**src/design/ps2mpc_pkg.sv**
```systemverilog
// ----------------------------------------------------------------------------
// ps2mpc_pkg: shared constants for the PS/2 mouse packet cursor unit
// Header bit positions, byte phase codes and configuration register indexes.
// ----------------------------------------------------------------------------
package ps2mpc_pkg;

	// header byte bit positions
	localparam int HDR_LEFT  = 0;
	localparam int HDR_RIGHT = 1;
	localparam int HDR_ONE   = 3;
	localparam int HDR_XSIGN = 4;
	localparam int HDR_YSIGN = 5;
	localparam int HDR_XOVF  = 6;
	localparam int HDR_YOVF  = 7;

	// byte phase codes
	localparam logic [1:0] PH_HDR = 2'd0;
	localparam logic [1:0] PH_X   = 2'd1;
	localparam logic [1:0] PH_Y   = 2'd2;
	localparam logic [1:0] PH_BAD = 2'd3;

	// configuration port
	localparam int ADDR_BITS = 3;
	localparam int DATA_BITS = 32;
	localparam int SIZE_BITS = 13;
	localparam logic REG_WIDTH  = 1'b0;
	localparam logic REG_HEIGHT = 1'b1;

	localparam logic [SIZE_BITS-1:0] WIDTH_RESET  = 13'd1024;
	localparam logic [SIZE_BITS-1:0] HEIGHT_RESET = 13'd768;

endpackage

```
**src/design/ps2_mouse_packet_cursor_unit.sv**
```systemverilog
// ----------------------------------------------------------------------------
// ps2_mouse_packet_cursor_unit: PS/2 mouse packet decoder with clamped cursor
// Assembles header, X and Y bytes into packets and moves a cursor that is
// clamped to the configured screen size.
// ----------------------------------------------------------------------------
// The unit takes one received byte per clock cycle and returns one word on
// the third byte of every packet: the clamped cursor position and the left
// and right button states. A header byte without bit 3 set is dropped. The
// movement, clamp and position update are done in the cycle the byte is
// taken, and the result sits in an output register, so input stalls only
// while that register is full and its word is stalled. screen_width lies at
// address 0 and screen_height at address 4; a new size applies to every packet
// completed after the write, and a size of zero counts as one.
module ps2_mouse_packet_cursor_unit #(
	parameter int COORD_BITS = 12
) (
	input  logic                                 clk,
	input  logic                                 arst_n,
	input  logic                                 psel,
	input  logic                                 penable,
	input  logic                                 pwrite,
	input  logic [ps2mpc_pkg::ADDR_BITS-1:0]     paddr,
	input  logic [ps2mpc_pkg::DATA_BITS-1:0]     pwdata,
	output logic [ps2mpc_pkg::DATA_BITS-1:0]     prdata,
	output logic                                 pready,
	input  logic                                 in_valid,
	output logic                                 in_stall,
	input  logic [7:0]                           rx_byte,
	output logic                                 out_valid,
	input  logic                                 out_stall,
	output logic [COORD_BITS-1:0]                cursor_x,
	output logic [COORD_BITS-1:0]                cursor_y,
	output logic                                 left_button,
	output logic                                 right_button
);

	localparam int SW = COORD_BITS + 4;
	localparam logic [31:0] SPAN = 32'd1 << COORD_BITS;

	logic [ps2mpc_pkg::SIZE_BITS-1:0] width_q, height_q;
	logic [1:0]                       phase_q;
	logic [7:0]                       header_q, xbyte_q;
	logic [COORD_BITS-1:0]            pos_x_q, pos_y_q;
	logic                             out_valid_q;
	logic [COORD_BITS-1:0]            res_x_s1, res_y_s1;
	logic                             res_left_s1, res_right_s1;

	logic                             in_acc, pkt_done, cfg_wr;
	logic signed [SW-1:0]             dx, dy, sum_x, sum_y;
	logic [COORD_BITS-1:0]            next_x, next_y;

	function automatic logic signed [SW-1:0] move(input logic [7:0] mag, input logic neg,
		input logic ovf);
		logic signed [SW-1:0] d;
		d = neg ? $signed({{(SW-8){1'b1}}, mag}) : $signed({{(SW-8){1'b0}}, mag});
		if (ovf) begin
			d = neg ? d - $signed(SW'(255)) : d + $signed(SW'(255));
		end
		return d;
	endfunction

	function automatic logic [COORD_BITS-1:0] clamp(input logic signed [SW-1:0] v,
		input logic [ps2mpc_pkg::SIZE_BITS-1:0] size);
		logic [31:0]           size32;
		logic [31:0]           lim32;
		logic [COORD_BITS-1:0] lim;
		logic [COORD_BITS-1:0] r;
		size32 = {{(32-ps2mpc_pkg::SIZE_BITS){1'b0}}, size};
		if (size32 == 32'd0) begin
			lim32 = 32'd0;
		end else if (size32 > SPAN) begin
			lim32 = SPAN - 32'd1;
		end else begin
			lim32 = size32 - 32'd1;
		end
		lim = lim32[COORD_BITS-1:0];
		if (v < 0) begin
			r = '0;
		end else if (v > $signed({{(SW-COORD_BITS){1'b0}}, lim})) begin
			r = lim;
		end else begin
			r = v[COORD_BITS-1:0];
		end
		return r;
	endfunction

	// configuration port
	assign pready = 1'b1;
	assign cfg_wr = psel && penable && pwrite && pready;

	always_ff @(posedge clk or negedge arst_n) begin
		if (!arst_n) begin
			width_q  <= ps2mpc_pkg::WIDTH_RESET;
			height_q <= ps2mpc_pkg::HEIGHT_RESET;
		end else if (cfg_wr) begin
			unique case (paddr[2])
				ps2mpc_pkg::REG_WIDTH:  width_q  <= pwdata[ps2mpc_pkg::SIZE_BITS-1:0];
				ps2mpc_pkg::REG_HEIGHT: height_q <= pwdata[ps2mpc_pkg::SIZE_BITS-1:0];
				default:                width_q  <= width_q;
			endcase
		end
	end

	always_comb begin
		unique case (paddr[2])
			ps2mpc_pkg::REG_WIDTH:
				prdata = {{(ps2mpc_pkg::DATA_BITS-ps2mpc_pkg::SIZE_BITS){1'b0}}, width_q};
			default:
				prdata = {{(ps2mpc_pkg::DATA_BITS-ps2mpc_pkg::SIZE_BITS){1'b0}}, height_q};
		endcase
	end

	// handshake
	assign in_stall = out_valid_q && out_stall;
	assign in_acc   = in_valid && !in_stall;
	assign pkt_done = in_acc && (phase_q == ps2mpc_pkg::PH_Y);

	// movement and clamp
	assign dx = move(xbyte_q, header_q[ps2mpc_pkg::HDR_XSIGN], header_q[ps2mpc_pkg::HDR_XOVF]);
	assign dy = move(rx_byte, header_q[ps2mpc_pkg::HDR_YSIGN], header_q[ps2mpc_pkg::HDR_YOVF]);
	assign sum_x = $signed({{(SW-COORD_BITS){1'b0}}, pos_x_q}) + dx;
	assign sum_y = $signed({{(SW-COORD_BITS){1'b0}}, pos_y_q}) - dy;
	assign next_x = clamp(sum_x, width_q);
	assign next_y = clamp(sum_y, height_q);

	always_ff @(posedge clk or negedge arst_n) begin
		if (!arst_n) begin
			phase_q  <= ps2mpc_pkg::PH_HDR;
			header_q <= '0;
			xbyte_q  <= '0;
			pos_x_q  <= '0;
			pos_y_q  <= '0;
		end else if (in_acc) begin
			unique case (phase_q)
				ps2mpc_pkg::PH_X: begin
					xbyte_q <= rx_byte;
					phase_q <= ps2mpc_pkg::PH_Y;
				end
				ps2mpc_pkg::PH_Y: begin
					pos_x_q <= next_x;
					pos_y_q <= next_y;
					phase_q <= ps2mpc_pkg::PH_HDR;
				end
				default: begin
					if (rx_byte[ps2mpc_pkg::HDR_ONE]) begin
						header_q <= rx_byte;
						phase_q  <= ps2mpc_pkg::PH_X;
					end else begin
						phase_q  <= ps2mpc_pkg::PH_HDR;
					end
				end
			endcase
		end
	end

	// result register
	always_ff @(posedge clk or negedge arst_n) begin
		if (!arst_n) begin
			out_valid_q <= 1'b0;
		end else if (pkt_done) begin
			out_valid_q <= 1'b1;
		end else if (!out_stall) begin
			out_valid_q <= 1'b0;
		end
	end

	always_ff @(posedge clk) begin
		if (pkt_done) begin
			res_x_s1     <= next_x;
			res_y_s1     <= next_y;
			res_left_s1  <= header_q[ps2mpc_pkg::HDR_LEFT];
			res_right_s1 <= header_q[ps2mpc_pkg::HDR_RIGHT];
		end
	end

	assign out_valid    = out_valid_q;
	assign cursor_x     = res_x_s1;
	assign cursor_y     = res_y_s1;
	assign left_button  = res_left_s1;
	assign right_button = res_right_s1;

	// checks
	a_phase_legal: assert property (@(posedge clk) disable iff (!arst_n)
		phase_q != ps2mpc_pkg::PH_BAD)
		else $error("byte phase reached unused code");

	a_word_only_on_y: assert property (@(posedge clk) disable iff (!arst_n)
		(in_acc && phase_q != ps2mpc_pkg::PH_Y && !(out_valid_q && out_stall)) |=> !out_valid)
		else $error("word issued without a completed packet");

	a_pos_matches_word: assert property (@(posedge clk) disable iff (!arst_n)
		out_valid |-> (pos_x_q == res_x_s1 && pos_y_q == res_y_s1))
		else $error("held word differs from cursor position");

endmodule
```
**config.mk**
```make
export PLATFORM = sky130hd
export DESIGN_NAME = ps2_mouse_packet_cursor_unit
export DESIGN_NICKNAME = d
export VERILOG_FILES = /design/src/design/ps2mpc_pkg.sv /design/src/design/ps2_mouse_packet_cursor_unit.sv
export SDC_FILE = /design/constraint.sdc
export NUM_CORES = 1
export LEC_CHECK = 0
export BUFFER_PORTS_ARGS = -buffer_cell sky130_fd_sc_hd__buf_2
export CAP_MARGIN = 20
export CORE_MARGIN = 4
export CORE_UTILIZATION = 63
export DETAILED_ROUTE_END_ITERATION = 7
export MAX_ROUTING_LAYER = met4
export PLACE_DENSITY = 0.87
export SETUP_SLACK_MARGIN = 0.4
export SLEW_MARGIN = 30
export SYNTH_ARGS = -nofsm -noshare
export SYNTH_HDL_FRONTEND = slang
export SYNTH_SLANG_ARGS = --single-unit
export TNS_END_PERCENT = 50
```
**constraint.sdc**
```tcl
create_clock -name clk -period 16.5 [get_ports clk]
set_clock_uncertainty 0.15 [all_clocks]
set_input_delay 3.3 -clock clk [delete_from_list [all_inputs] [get_ports clk]]
set_output_delay 3.3 -clock clk [all_outputs]
set_load 0.01 [all_outputs]
```
# After elaboration in Yosys (flattened, before gate mapping)
# Index checks and enable logic that the tools add are counted.
# op_classes
addsub	8
magnitude_cmp	6
n_eq_ne	3
n_mux	19
bitwise_logic	2
reduce_logical	14
# op_table
operator	count
12-bit two-way mux	8
16-bit two-way mux	6
16-bit by 9-bit adder with 16-bit output (second input constant)	2
16-bit by 13-bit greater-than comparator with 1-bit output	2
16-bit by 1-bit less-than comparator with 1-bit output (second input constant)	2
16-bit by 9-bit subtractor with 16-bit output (second input constant)	2
13-bit greater-than comparator (second input constant)	2
13-bit zero test	2
12-bit by 1-bit subtractor with 12-bit output (second input constant)	2
13-bit by 16-bit adder with 16-bit output	1
13-bit by 16-bit subtractor with 16-bit output	1
13-bit two-way mux	1
2-bit AND reduction	4
1-bit logical AND	5
2-bit case mux with 2 select lines	1
1-bit two-way mux	3
3-bit AND reduction	1
2-bit by 1-bit == test with 1-bit output (second input constant)	1
2-bit == test (second input constant)	1
2-bit by 1-bit != test with 1-bit output (second input constant)	1
1-bit inverter	2
2-bit OR reduction	1
1-bit zero test	1
# word_totals
reg_bits	95
inputBits	50
output_inout_bits	61

# Depth between registers and ports, before layout
# Gate-level depths: netlist of run 1.
# logic_depth
ltp_word	8
depth_mapped	25

# Worst setup path before layout of run 1
# No wires, ideal clock.
# synth_timing
path_type	input to register
start	input port rx_byte[0]
end	register res_y_s1[7] (netlist: cursor_y[7]) (data pin)
t_arrival_ps	7840
path_slack_ps	8254
stages	23
path_buffers	1
path_cell_list	fa_1 a21oi_1 o21bai_1 a21o_1 a21oi_1 nor2b_1 o21ai_0 o2bb2ai_1 ha_1 a211o_1 or3_1 or3_4 nand2_1 xnor2_1 ha_1 nand4_1 nor2_1 a211oi_1 a21o_1 a21boi_0 clkbuf_1 nor3_1 a31o_2
# synth_between
elab_chain_len	8
elab_cells_between_ends	10
cone_classes	add/sub (3); order compare (2); mux (5)
# synth_lines
item	line_no	text
start, declared	ps2_mouse_packet_cursor_unit.sv:28	input logic [7:0] rx_byte,
16-bit two-way mux (*)	ps2_mouse_packet_cursor_unit.sv:55	d = neg ? $signed({{(SW-8){1'b1}}, mag}) : $signed({{(SW-8){1'b0}}, mag});
16-bit by 9-bit adder with 16-bit output / 16-bit by 9-bit subtractor with 16-bit output (equally long branches)	ps2_mouse_packet_cursor_unit.sv:57	d = neg ? d - $signed(SW'(255)) : d + $signed(SW'(255));
16-bit two-way mux	ps2_mouse_packet_cursor_unit.sv:57	
16-bit two-way mux (*)	ps2_mouse_packet_cursor_unit.sv:56	if (ovf) begin
13-bit by 16-bit subtractor with 16-bit output (*)	ps2_mouse_packet_cursor_unit.sv:122	assign sum_y = $signed({{(SW-COORD_BITS){1'b0}}, pos_y_q}) - dy;
16-bit by 13-bit greater-than comparator with 1-bit output	ps2_mouse_packet_cursor_unit.sv:79	end else if (v > $signed({{(SW-COORD_BITS){1'b0}}, lim})) begin
12-bit two-way mux	ps2_mouse_packet_cursor_unit.sv:79	
12-bit two-way mux (*)	ps2_mouse_packet_cursor_unit.sv:77	if (v < 0) begin
named net next_y[7]	ps2_mouse_packet_cursor_unit.sv:50	logic [COORD_BITS-1:0] next_x, next_y;
end signal, assigned	ps2_mouse_packet_cursor_unit.sv:170	res_y_s1 <= next_y;
end, declared	ps2_mouse_packet_cursor_unit.sv:45	logic [COORD_BITS-1:0] res_x_s1, res_y_s1;
# The timed path passes the listed nets; every way through them passes the cells marked *.
# A chain may end at the register's enable or synchronous reset.

# Final worst setup path of run 1
# layout_timing
start	input port rx_byte[0]
end	register res_y_s1[10] (netlist: cursor_y[10]) (data pin)
# Same word-level chain as after synthesis.

==> results.py, run 1 <==
metrics = {
    "outcome": {
        "outcome": "finished, final reports clean",
    },
    "sta": {
        "slew_viol_final": 0,
        "slew_headroom": 0.492,
        "fmax_ghz": 0.117,
        "tightest_slew_ns": 0.758,
        "rsz0062_at_grt": "false",
        "min_period_ns": 8.51,
        "post-route-period-util": 0.516,
        "setup_viol": 0,
        "final_hold_viol_count": 0,
        "fin_setup_tns_ns": 0,
    },
    "setup_path": {
        "critPathRequiredTime_ns": 16.52,
        "start_kind": "input pin",
        "crit_type": "input pin to flip-flop",
        "end_kind": "flip-flop",
        "worst-r2r-cell-count": 22,
        "reg2reg_from": "header_q[4]",
        "worst-r2r-setup-slack_ns": 9.69,
        "worstSetupStartpoint": "rx_byte[0]",
        "crit_end": "cursor_y[10]",
        "arrival_ns": 8.54,
        "rr_endpoint": "cursor_x[1]",
        "path_max_fanout": 13,
    },
    "clocking": {
        "cts_buffer_depth": 2,
        "cts-resized-gates": 0,
        "postCtsSetupBuffers": 0,
        "clk_latency_ns": 0.36,
        "root_buffer": "clkbuf_16",
        "path_clk_slew_ns": 0.07,
        "cts_hold_buf": 0,
        "cts.sinks": 93,
        "htree_levels": 3,
        "cts_buffers": 9,
        "cts_tree": "built",
    },
    "routing": {
        "wl_microns": 18200,
        "post-route-drc-count": 0,
        "drtPass1Iterations": 5,
        "ant_nets": 0,
        "viasPerCell": 6.29,
        "initialDrtViolationCount": 440,
        "vias": 6519,
        "wire_per_inst_microns": 17.5,
    },
    "place": {
        "place_area_sq_um": 7980,
        "place_congestion": 0.901,
        "portBuffers": 69,
        "hpwlAfterDp_microns": 13500,
    },
    "floorplan": {
        "io-pin-count": 111,
        "die_y_microns": 118,
        "rows": 39,
        "floorplan.core_area_sq_um": 11600,
        "die_w_microns": 118,
        "initial_utilization": 0.655,
        "die_area_sq_um": 13900,
    },
    "global_route": {
        "gr-total-overflow": 0,
        "grt_pass1_wl_microns": 30600,
        "track_usage": 0.277,
        "grt_pass1_vias": 6243,
        "antenna_found_initial": 0,
        "grt_max_degree": 68,
    },
    "synthesis": {
        "synth_ff_type": "dfrtp_1",
        "synth_top_family_by_area": "compound AO/OA/AOI/OAI gates",
        "syn-cell-area_sq_um": 7610,
        "yosys_warnings": 0,
        "avgSynthCellArea_sq_um": 9.12,
        "yosys.area_share.simple": 0.160,
        "seq_area_frac_synth": 0.323,
        "synth_edf_count": 26,
        "synthArstFlopShare": 0.720,
        "muxShareOfSynthArea": 0.0834,
        "ys_seq_elements": 93,
        "synth_compound_area_frac": 0.193,
        "yosysUniqueCellTypes": 73,
        "syn_inst": 834,
        "synth_xor_area_frac": 0.0482,
        "synth_fa_ha_area_frac": 0.130,
    },
    "finish": {
        "area_growth_pct": 8.93,
        "final_layout_size_suffix_gt1_frac": 0.180,
        "fin_area_sq_um": 8290,
        "final_nets": 1015,
        "antenna_cells": 0,
    },
    "flow_run": {
        "cap_violations": 0,
    },
    "worst_hold_path": {
        "hp-class": "flip-flop to flip-flop",
    },
}
cells in the mapped netlist (7+ instances only):
cell type	n	area share
nand2_1	79	0.039
buf_4	20	0.020
nand2b_1	9	0.0074
or3_1	7	0.0058
o211ai_1	19	0.019
clkbuf_1	25	0.012
edfxtp_1	26	0.10
nand3_1	24	0.016
a21oi_1	55	0.036
nor3_1	12	0.0079
or4_1	13	0.013
inv_1	51	0.025
dfrtp_1	64	0.21
nor2_1	45	0.022
o21ai_0	47	0.031
xnor2_1	26	0.030
nand4_1	15	0.012
o22ai_1	13	0.011
xor2_1	14	0.016
nor2b_1	7	0.0058
ha_1	72	0.12
a21o_1	22	0.022
mux2_2	51	0.075
critical path, cell delays in order:
cell	delay (ns)
buf_2	0.15
fa_1	0.46
a21oi_1	0.14
o21bai_1	0.10
a21o_1	0.18
a21oi_1	0.22
nor2b_1	0.07
o21ai_0	0.14
o2bb2ai_1	0.16
ha_1	0.34
a211o_1	0.33
or3_1	0.34
or3_4	0.36
nand2_1	0.09
xnor2_1	0.21
ha_1	0.31
nand4_1	0.18
nor2_1	0.07
a211oi_1	0.26
a21o_1	0.28
a21boi_0	0.20
buf_4	0.21
nor2_1	0.10
a211oi_1	0.33
metrics by stage:
stage	setup slack (ns)	utilization	instances	hold WS, ns
after CTS	8.06	0.713	1037	0.302
final	7.99	0.714	1037	0.297
after global placement	7.76	0.687	1021	0.278
after global routing	7.61	0.714	1037	0.318
after floorplan	8.25	-	852	0.271
after detailed placement	7.78	0.687	1021	0.287
flip-flops by register name (all words and copies together) (netlist names):
register / flops
height_q: 13
width_q: 13
cursor_x: 12
cursor_y: 12
pos_x_q: 12
pos_y_q: 12
xbyte_q: 8
header_q: 6
phase_q: 2
left_button: 1
out_valid: 1
right_button: 1
per-layer routing:
metal  vias up  wire [microns]  global-route usage
met5         -               0                   -
met4         0             349              0.0923
met3        28            1370              0.0476
met1      3057            8290               0.379
li1       3143               -                   -
met2       291            8190               0.419
cell usage in the layout (no fill, tap or decap), types with 20 or more instances in the layout:
cell type	instances
ha_1	72
mux2_2	51
nand3_1	24
dfrtp_1	64
a21o_1	22
xnor2_1	26
conb_1	20
nand2_1	79
edfxtp_1	26
inv_1	50
nor2_1	45
a21oi_1	55
buf_2	69
o21ai_0	47
area by class of cell:
class                      count  area [sq um]
clock inverter                 4          26.3
sequential                    93          2460
timing repair buffer          75           394
multi-input combinational    659          4750
inverter                      51           194
clock buffer                  12           279
tap                          143           179
fill                         881          3330
logic make-up after synthesis:
family | Yosys count
buffers and inverters | 100
DFF | 93
xor gates and xnor gates | 41
other | 2
AOI/OAI and AO/OA | 223
adders and majority gates | 77
muxes | 57
and+or+nand+nor | 241
worst min-delay path by stage:
stage | from | endpoint | slack (ns) | cells after the start
after floorplan | header_q[0] | left_button | 0.27 | 0
after global placement | header_q[0] | left_button | 0.28 | 0
after detailed placement | header_q[1] | right_button | 0.29 | 0
after CTS | header_q[1] | right_button | 0.30 | 0
after global routing | header_q[0] | left_button | 0.32 | 0
final | header_q[1] | right_button | 0.30 | 0
Power of run 1 is not shown: default switching activity piles up to over one toggle a cycle in this logic, so the estimate is an artifact.
==> inputs of run 2 (changes only) <==
CORE_UTILIZATION = 59   (was 63)
PLACE_DENSITY = 0.82   (was 0.87)
clock period = 8.1 ns   (was 16.5 ns; I/O delays follow)
==> run 2 against run 1 <==
  * Sequential share of layout area is 0.19 points lower
  * Hold slack hardly changed
  * Wire length is 0.62% lower
  * Die area is 6.3% higher
  * Setup slack worse by 6.8 ns
  * Global-route usage is 2.0 points lower
==> results.py, run 2 (synthesis results as in run 1) <==
metrics = {
    "clocking": {
        "cts_buffers": 9,
        "postCtsSetupBuffers": 0,
        "clk_latency_ns": 0.36,
        "cts_tree": "built",
        "cts-resized-gates": 0,
        "path_clk_slew_ns": 0.07,
        "htree_levels": 3,
        "root_buffer": "clkbuf_16",
        "cts_hold_buf": 0,
        "cts_buffer_depth": 2,
        "cts.sinks": 93,
    },
    "sta": {
        "min_period_ns": 6.93,
        "tightest_slew_ns": 0.757,
        "fin_setup_tns_ns": 0,
        "fmax_ghz": 0.144,
        "slew_viol_final": 0,
        "final_hold_viol_count": 0,
        "slew_headroom": 0.493,
        "rsz0062_at_grt": "false",
        "post-route-period-util": 0.855,
        "setup_viol": 0,
    },
    "routing": {
        "vias": 6474,
        "wl_microns": 18100,
        "ant_nets": 0,
        "post-route-drc-count": 0,
        "initialDrtViolationCount": 593,
        "viasPerCell": 6.07,
        "drtPass1Iterations": 5,
        "wire_per_inst_microns": 17.0,
    },
    "worst_hold_path": {
        "hp-class": "flip-flop to flip-flop",
        "min_path_cells": 0,
        "hold_end": "left_button",
        "hp-start": "header_q[0]",
    },
    "finish": {
        "layout_common_cells": "nand2_1, ha_1, buf_2, dfrtp_1, a21oi_1",
        "final_layout_size_suffix_gt1_frac": 0.179,
        "fin_area_sq_um": 8340,
        "top_regs": "height_q (13), width_q (13)",
        "final_common_cell": "nand2_1",
        "final_nets": 1015,
        "area_growth_pct": 9.62,
        "n_fill_cell": 1057,
        "instances_no_fill": 1066,
        "antenna_cells": 0,
    },
    "flow_run": {
        "cap_violations": 0,
    },
    "floorplan": {
        "die_y_microns": 122,
        "initial_utilization": 0.603,
        "die_area_sq_um": 14800,
        "floorplan.core_area_sq_um": 12600,
        "rows": 41,
        "io-pin-count": 111,
        "die_w_microns": 122,
    },
    "setup_path": {
        "critPathRequiredTime_ns": 8.23,
        "worst-r2r-setup-slack_ns": 1.32,
        "rr_endpoint": "cursor_x[2]",
        "path_max_fanout": 13,
        "crit_type": "input pin to flip-flop",
        "end_kind": "flip-flop",
        "start_kind": "input pin",
        "worst-r2r-cell-count": 22,
        "reg2reg_from": "header_q[4]",
        "arrival_ns": 7.06,
    },
    "place": {
        "place_congestion": 0.917,
        "dp.cells": 1050,
        "portBuffers": 69,
        "hpwlAfterDp_microns": 13400,
        "place_area_sq_um": 8020,
    },
    "global_route": {
        "grt_pass1_vias": 5981,
        "antenna_found_initial": 0,
        "grt_pass1_wl_microns": 29400,
        "gr-total-overflow": 0,
        "track_usage": 0.257,
        "grt_max_degree": 68,
    },
    "outcome": {
        "outcome": "finished, final reports clean",
    },
}
[run 2: changes by cell type in the layout (fill, tap and decap cells not counted)]
cell        before  now
clkbuf_1         1    2
bufinv_16        0    1
inv_6            1    0
clkinv_2         2    0
clkbuf_16       11   10
inv_4            1    2
clkinvlp_4       1    0
clkbuf_8         0    2
[run 2: per-stage QoR]
step	hold slack (ns)	util	setup WS (ns)
finish	0.297	0.661	1.17
global route	0.320	0.661	0.862
CTS	0.300	0.661	1.33
detailed placement	0.287	0.635	0.975
global placement	0.280	0.635	1.08
floorplan	0.271	-	1.53
[run 2: final cells by class]
| class | instances | area, sq um | share of cell area |
|---|---|---|---|
| multi-input combinational | 659 | 4750 | 0.570 |
| clock buffer | 14 | 285 | 0.0342 |
| clock inverter | 2 | 36.3 | 0.00435 |
| sequential | 93 | 2460 | 0.295 |
| inverter | 51 | 194 | 0.0233 |
| tap | 172 | 215 | 0.0258 |
| timing repair buffer | 75 | 394 | 0.0473 |
[run 2: worst max-delay path by stage]
stage	from	endpoint	slack, ns	cells past startpoint
2_1_floorplan	rx_byte[0]	cursor_y[7]	1.53	23
3_3_place_gp	rx_byte[0]	cursor_y[2]	1.08	23
3_5_place_dp	rx_byte[0]	pos_y_q[7]	0.98	24
4_1_cts	rx_byte[0]	pos_y_q[7]	1.33	24
5_1_grt	rx_byte[0]	pos_y_q[7]	0.86	24
6_report	rx_byte[0]	pos_y_q[7]	1.17	24
[run 2: layer usage]
metal | global-route usage | wire (microns)
met1 | 0.366 | 8310
met2 | 0.385 | 8220
met3 | 0.0320 | 1220
met4 | 0.0854 | 339
met5 | - | 0
[run 2: critical path: stages]
cell and delay (ns):
buf_2 0.15, fa_1 0.45, a21oi_1 0.14, o21bai_1 0.11
a21o_1 0.19, a21oi_1 0.21, nor2b_1 0.07, o21ai_0 0.14
o2bb2ai_1 0.17, ha_1 0.35, a211o_1 0.33, or3_1 0.34
or3_4 0.36, nand2_1 0.09, xnor2_1 0.12, ha_1 0.32
nand4_1 0.15, a211oi_1 0.32, o41ai_1 0.17, a21o_1 0.27
a21boi_0 0.16, buf_4 0.19, or4_1 0.53, o211ai_2 0.10
Power of run 2 is left out for the same reason.
==> inputs of run 3 (changes only) <==
CTS_BUF_LIST = sky130_fd_sc_hd__clkbuf_16   (was not set)
CTS_CLUSTER_DIAMETER = 150   (was not set)
RECOVER_POWER = 25   (was not set)
==> run 3 against run 2 <==
  * The run now ends with capacitance limit, slew limit left
  * Non-clock buffer count unchanged
  * Setup slack better by 0.017 ns
  * Global-route usage is essentially flat
  * Flip-flop and latch count is the same
  * First-iteration DRC count grew 0.17%
  * Critical path depth unchanged
  * Die area did not move
  * Via count grew 0.23%
  * Wire length fell by 0.45%
  * Maximum frequency increased by 0.25%
==> results.py, run 3 (synthesis results as in run 1) <==
metrics = {
    "clocking": {
        "clk_latency_ns": 0.36,
        "cts_buffer_depth": 2,
        "cts.sinks": 93,
        "postCtsSetupBuffers": 0,
        "cts_hold_buf": 0,
        "htree_levels": 3,
        "path_clk_slew_ns": 0.07,
        "cts_buffers": 9,
        "root_buffer": "clkbuf_16",
        "cts-resized-gates": 0,
        "cts_tree": "built",
    },
    "routing": {
        "wl_microns": 18000,
        "ant_nets": 0,
        "vias": 6489,
        "initialDrtViolationCount": 594,
        "viasPerCell": 6.09,
        "post-route-drc-count": 0,
        "drtPass1Iterations": 5,
        "wire_per_inst_microns": 16.9,
    },
    "setup_path": {
        "crit_slowest_cell": "or4_1",
        "end_kind": "flip-flop",
        "cpPeakStageDelay_ns": 0.53,
        "path_cells": "buf_2 > fa_1 > a21oi_1 > o21bai_1 > a21o_1 > a21oi_1 > nor2b_1 > o21ai_0 > o2bb2ai_1 > ha_1 > a211o_1 > or3_1 > or3_4 > nand2_1 > xnor2_1 > ha_1 > nand4_1 > a211oi_1 > o41ai_1 > a21o_1 > a21boi_0 > buf_4 > or4_1 > o211ai_2",
        "crit_end": "pos_y_q[7]",
        "arrival_ns": 7.04,
        "worstSetupStartpoint": "rx_byte[0]",
        "path_max_fanout": 13,
        "start_kind": "input pin",
        "crit_type": "input pin to flip-flop",
        "rr_endpoint": "cursor_x[4]",
        "worst-r2r-setup-slack_ns": 1.31,
        "critPathRequiredTime_ns": 8.23,
        "worst-r2r-cell-count": 22,
        "reg2reg_from": "header_q[4]",
    },
    "sta": {
        "rsz0062_at_grt": "false",
        "fin_setup_tns_ns": 0,
        "final_hold_viol_count": 0,
        "slew_viol_final": 68,
        "setup_viol": 0,
        "tightest_slew_ns": 3.69,
        "post-route-period-util": 0.853,
        "fmax_ghz": 0.145,
        "slew_headroom": -1.46,
        "min_period_ns": 6.91,
    },
    "floorplan": {
        "rows": 41,
        "io-pin-count": 111,
        "initial_utilization": 0.603,
        "die_y_microns": 122,
        "floorplan.core_area_sq_um": 12600,
        "die_area_sq_um": 14800,
        "die_w_microns": 122,
    },
    "finish": {
        "final_layout_size_suffix_gt1_frac": 0.177,
        "area_growth_pct": 9.26,
        "fin_area_sq_um": 8310,
        "final_core_util": 0.659,
        "n_fill_cell": 1062,
        "top_regs": "height_q (13), width_q (13)",
        "final_nets": 1015,
        "multi_input_area_sq_um": 4750,
        "antenna_cells": 0,
        "final_common_cell": "nand2_1",
        "layout_common_cells": "nand2_1, ha_1, buf_2, dfrtp_1, a21oi_1",
        "seq_area_sq_um": 2460,
    },
    "global_route": {
        "track_usage": 0.257,
        "antenna_found_initial": 0,
        "grt_pass1_vias": 5970,
        "gr-total-overflow": 0,
        "grt_max_degree": 68,
        "grt_pass1_wl_microns": 29400,
    },
    "place": {
        "portBuffers": 69,
        "place_area_sq_um": 8020,
        "hpwlAfterDp_microns": 13400,
        "place_congestion": 0.917,
    },
    "outcome": {
        "violations": "capacitance limit, slew limit",
        "outcome": "complete, but fails checks",
    },
    "worst_hold_path": {
        "hp-start": "header_q[0]",
        "hp-class": "flip-flop to flip-flop",
    },
    "flow_run": {
        "cap_violations": 1,
    },
}
==> run 3: cell types whose count changed in the layout (fill, tap and decap cells not counted) <==
cell | previous run | this run
inv_2 | 0 | 1
buf_6 | 1 | 0
clkbuf_8 | 2 | 0
inv_1 | 50 | 52
clkbuf_1 | 2 | 1
clkinv_1 | 0 | 1
==> run 3: stage by stage <==
step / hold WS (ns) / setup slack (ns) / std cells
2_1_floorplan: 0.271 / 1.53 / 852
3_3_place_gp: 0.280 / 1.08 / 1050
3_5_place_dp: 0.287 / 0.975 / 1050
4_1_cts: 0.300 / 1.34 / 1066
5_1_grt: 0.320 / 0.861 / 1066
6_report: 0.297 / 1.19 / 1066
==> run 3: critical path: cells and delay by family <==
| family | cells | cell delay [ns] |
|---|---|---|
| AOI/OAI and AO/OA | 12 | 2.31 |
| and+or+nand+nor | 6 | 1.52 |
| adders and majority gates | 3 | 1.12 |
| xor gates and xnor gates | 1 | 0.11 |
| buffers and inverters | 2 | 0.34 |
==> run 3: final cells by class <==
cell class	instances	area share
Timing Repair Buffer	75	0.0465
Sequential cell	93	0.296
Inverter	51	0.0233
Clock inverter	6	0.00617
Clock buffer	10	0.0301
Tap cell	172	0.0259
Multi-Input combinational cell	659	0.572
==> run 3: worst min path at each step <==
stage | endpoint | slack, ns | cells after the start
3_5_place_dp | left_button | 0.29 | 0
4_1_cts | left_button | 0.30 | 0
2_1_floorplan | left_button | 0.27 | 0
3_3_place_gp | left_button | 0.28 | 0
5_1_grt | left_button | 0.32 | 0
6_report | left_button | 0.30 | 0
==> run 3: metal layers <==
| metal | wire length, microns | share of wire | up-vias | GRT usage |
|---|---|---|---|---|
| met4 | 348 | 0.019 | 0 | 0.0854 |
| met2 | 8120 | 0.45 | 243 | 0.384 |
| met1 | 8280 | 0.46 | 3054 | 0.365 |
| met3 | 1250 | 0.070 | 36 | 0.0339 |
| met5 | 0 | 0 | - | - |
| li1 | - | - | 3156 | - |
Power of run 3 is left out for the same reason.
